`config.mk`:
```
export PLATFORM = sky130hd
export DESIGN_NAME = bha_ctrl
export DESIGN_NICKNAME = d
export VERILOG_FILES = /design/src/bha_pkg.sv /design/src/bha_ctrl.sv
export SDC_FILE = /design/constraint.sdc
export NUM_CORES = 1
export LEC_CHECK = 0
export BUFFER_PORTS_ARGS = -buffer_cell sky130_fd_sc_hd__buf_2
export CORE_AREA = 2 2 39 41
export DETAILED_ROUTE_END_ITERATION = 7
export DIE_AREA = 0 0 41 43
export GPL_TIMING_DRIVEN = 0
export SYNTH_ARGS = -nofsm -noshare
export SYNTH_HDL_FRONTEND = slang
export SYNTH_SLANG_ARGS = --single-unit
```
`constraint.sdc`:
```
create_clock -name clk -period 2.67 [get_ports clk]
set_input_delay 0.267 -clock clk [delete_from_list [all_inputs] [get_ports clk]]
set_output_delay 0.267 -clock clk [all_outputs]
set_load 0.01 [all_outputs]
```
`src/bha_pkg.sv`:
```
// ----------------------------------------------------------------------------
// bha_pkg: shared types and constants for the bitmap handle allocator
// Holds the controller state type, the command and status groups between
// controller and datapath, opcodes and the lowest-clear-bit encoder.
// ----------------------------------------------------------------------------
package bha_pkg;

  localparam int unsigned BitmapWordsDefault = 64;
  localparam int unsigned HandleWordLimit    = 64;
  localparam int unsigned WordBits           = 64;
  localparam int unsigned WordsW             = 7;
  localparam int unsigned HandleW            = 12;
  localparam int unsigned FreeIdW            = 13;
  localparam int unsigned BitIdxW            = 6;

  localparam logic [WordsW-1:0]  WORDS_IN_USE_RESET = 7'd64;
  localparam logic [FreeIdW-1:0] NO_HANDLE_ID       = 13'd4096;
  localparam logic [WordBits-1:0] FULL_WORD         = '1;

  localparam logic OP_ALLOC = 1'b0;
  localparam logic OP_FREE  = 1'b1;

  localparam logic STATUS_DONE = 1'b0;
  localparam logic STATUS_FULL = 1'b1;

  typedef enum logic [2:0] {
    ST_IDLE,
    ST_SCAN,
    ST_ALLOC_WR,
    ST_FREE_RD,
    ST_FREE_WR
  } state_t;

  // Commands from the controller to the datapath
  typedef struct packed {
    logic accept;
    logic scan;
    logic alloc_wr;
    logic free_rd;
    logic free_wr;
    logic fail_resp;
  } bha_cmd_t;

  // Status from the datapath to the controller
  typedef struct packed {
    logic found;
    logic scan_end;
  } bha_stat_t;

  // Index of the lowest clear bit; only used on words that are not full
  function automatic logic [BitIdxW-1:0] lowest_clear(input logic [WordBits-1:0] w);
    logic [BitIdxW-1:0] r;
    r = '0;
    for (int i = WordBits - 1; i >= 0; i--) begin
      if (!w[i]) r = BitIdxW'(i);
    end
    return r;
  endfunction

endpackage

```
`src/bha_ctrl.sv`:
```
// ----------------------------------------------------------------------------
// bha_ctrl: allocator controller
// Sequences scan, read-modify-write and response steps for each item.
// ----------------------------------------------------------------------------
module bha_ctrl (
  input  logic               clk,
  input  logic               rst,
  input  logic               start,
  input  logic               opcode,
  input  bha_pkg::bha_stat_t stat,
  output bha_pkg::bha_cmd_t  cmd,
  output logic               busy
);

  import bha_pkg::*;

  state_t state;
  state_t state_next;

  always_ff @(posedge clk) begin
    if (rst) begin
      state <= ST_IDLE;
    end else begin
      state <= state_next;
    end
  end

  always_comb begin
    state_next = state;
    case (state)
      ST_IDLE: begin
        if (start) begin
          state_next = (opcode == OP_FREE) ? ST_FREE_RD : ST_SCAN;
        end
      end
      ST_SCAN: begin
        if (stat.found) begin
          state_next = ST_ALLOC_WR;
        end else if (stat.scan_end) begin
          state_next = ST_IDLE;
        end
      end
      ST_ALLOC_WR: state_next = ST_IDLE;
      ST_FREE_RD:  state_next = ST_FREE_WR;
      ST_FREE_WR:  state_next = ST_IDLE;
      default:     state_next = ST_IDLE;
    endcase
  end

  always_comb begin
    cmd  = '0;
    busy = 1'b1;
    case (state)
      ST_IDLE: begin
        busy       = 1'b0;
        cmd.accept = start;
      end
      ST_SCAN: begin
        cmd.scan      = 1'b1;
        cmd.fail_resp = !stat.found && stat.scan_end;
      end
      ST_ALLOC_WR: cmd.alloc_wr = 1'b1;
      ST_FREE_RD:  cmd.free_rd  = 1'b1;
      ST_FREE_WR:  cmd.free_wr  = 1'b1;
      default:     busy = 1'b0;
    endcase
  end

endmodule

```
==> out/results.ini <==
[final_layout]
register_area_um2=60.1
diodes=0
areaGrowthSynthToFinish_pct=57.4
fillCellCount=164
utilization_pct=21.1
nets=42
multi_input_area_um2=118
regMostFlops=state
layout-drive-gt1-share_pct=57.1
reg_top3=state x3
largest_reg_flops=3
instances_no_fill=51

[synthesis]
synthCells=19
ys_warn_count=0
syn_nets=25
ys_types=15
synth_area_um2=185
ys_seq_elements=3
avgSynthCellArea_um2=9.75
seq_area_frac_synth_pct=32.4

[setup_path]
path_depth=3
path_buf_inv=1
end_kind=primary output
cp_slowest_cell=dfxtp_1
cpLargestDelayFamily=simple AND/OR/NAND/NOR gates
cpPeakStageDelay_ns=0.42
crit_arrival_ns=1.23
cp-start-kind=flip-flop
required_ns=2.40
critPathKind=flip-flop to primary output
cp_cell_sequence=nor3b_2, and3_1, buf_2
reg2reg_depth=2
crit_fanout=7

[floorplan]
die_h_um=43
die-area_um2=1760
die_x_um=41
core_area_um2=1380
initial_core_util_pct=13.4
num_rows=14
num_io_pins=13

[power_and_ir_drop]
p_per_area_nw_per_um2=555
p_total_mw=0.162
vdd_drop_max_uv=134
p_leak_nw=0.149

[drt]
dr.pass1.iters=1
antenna_left=0
drt_iter0_drc=0
drt-wirelength-per-cell_um=9.53
routed_via_density=3.75
routed_wl_um=486
drc_errors=0
via_count=191

[grt]
antenna_found_initial=0
overflow=0
grt_pass1_wl_um=627
grtUsageTotal_pct=6.53
grt_max_degree=8
grt_pass1_vias=172

[job]
maxCapViolCount=0

[timing]
rsz0062_at_grt=false
fin_hold_ws_ns=0.227
setup_viol=0
fin_setup_tns_ns=0
report.final.slew_viol_count=0
hold_viol=0
worstMarginPinSlew_ns=0.295
min_period_ns=1.50
fmax_ghz=0.669
finalCritPeriodShare_pct=56.0
relSlewSlack_pct=80.3
skew_ns=0.00220

[clock_network]
path_clk_slew_ns=0.04
post_cts_resized=0
cts_tree=yes
holdBufCountCts=0
cts_inserted_buffers=3
cts_buffer_depth=2
clock-sinks=3
cts_root_buf=clkbuf_4
htree_levels=1
clock_latency_ns=0.23
cts_setup_buffers=0

[placed_design]
dpl.hpwl_um=366
place_inst=47
place.gp.congestion=0.672
numPortBuffers=12

[worst_hold_path]
worstHoldPathType=primary input to flip-flop
hold_depth=2

[status]
outcome=finished clean

layer usage:
metal / wire (um) / GRT usage, % / part of all wire, % / vias up
met1: 216 / 5.47 / 44 / 85
li1: - / - / - / 99
met5: 0 / 0 / 0 / -
met3: 22 / 3.14 / 4.5 / 0
met4: 0 / 12.0 / 0 / 0
met2: 248 / 7.50 / 51 / 7
power by group:
group	total, mW	internal (mW)	switching [mW]
Combinational	0.0286	0.0152	0.0134
Sequential	0.0519	0.0475	0.00439
Clock	0.0812	0.0561	0.0251
Total	0.162	0.119	0.0429
cell usage in the layout (no fill, tap or decap), drive strengths merged, types with 2 or more instances in the layout:
master  instances
nor2            2
buf            12
and2            2
inv             2
dfxtp           3
clkbuf          4
nor3b           2
synth_stat cells:
cell type / count / area share [%]
dfxtp_1: 3 / 32
inv_1: 2 / 4.1
nor2_1: 2 / 4.1
a2111oi_2: 1 / 8.1
a32o_1: 1 / 5.4
and2_1: 1 / 3.4
and2_2: 1 / 4.1
and3_1: 1 / 3.4
and3b_2: 1 / 5.4
nand2_1: 1 / 2.0
nand3b_1: 1 / 4.1
nor3b_1: 1 / 4.1
nor3b_2: 1 / 6.8
nor4b_2: 1 / 8.1
xnor2_1: 1 / 4.7
cell type report:
type | instances | area share [%]
Timing Repair Buffer | 12 | 20.6
Clock buffer | 4 | 9.01
Multi-Input combinational cell | 14 | 40.3
Inverter | 2 | 2.58
Sequential cell | 3 | 20.6
Tap cell | 16 | 6.87
final timing paths:
| check | startpoint | to | slack [ns] |
|---|---|---|---|
| worst max-delay path | state[0] | cmd[0] | 1.17 |
| worst min-delay path | rst | state[1] | 0.23 |
| worst max register to register | state[0] | state[1] | 1.68 |
| worst min register to register | state[0] | state[1] | 0.56 |
through the flow:
step                      cell area (um2)  worst slack, ns
final                                 292             1.17
after global routing                  292             1.12
after CTS                             292             1.16
after detailed placement              265             1.42
after global placement                265             1.44
after floorplan                       185             1.48
kinds of logic after synthesis:
group / synth area share (%)
buffers and inverters: 4.06
AOI/OAI and AO/OA: 13.5
DFF: 32.4
and+or+nand+nor: 45.3
xor gates and xnor gates: 4.73
(Power assumes the default switching activity.)
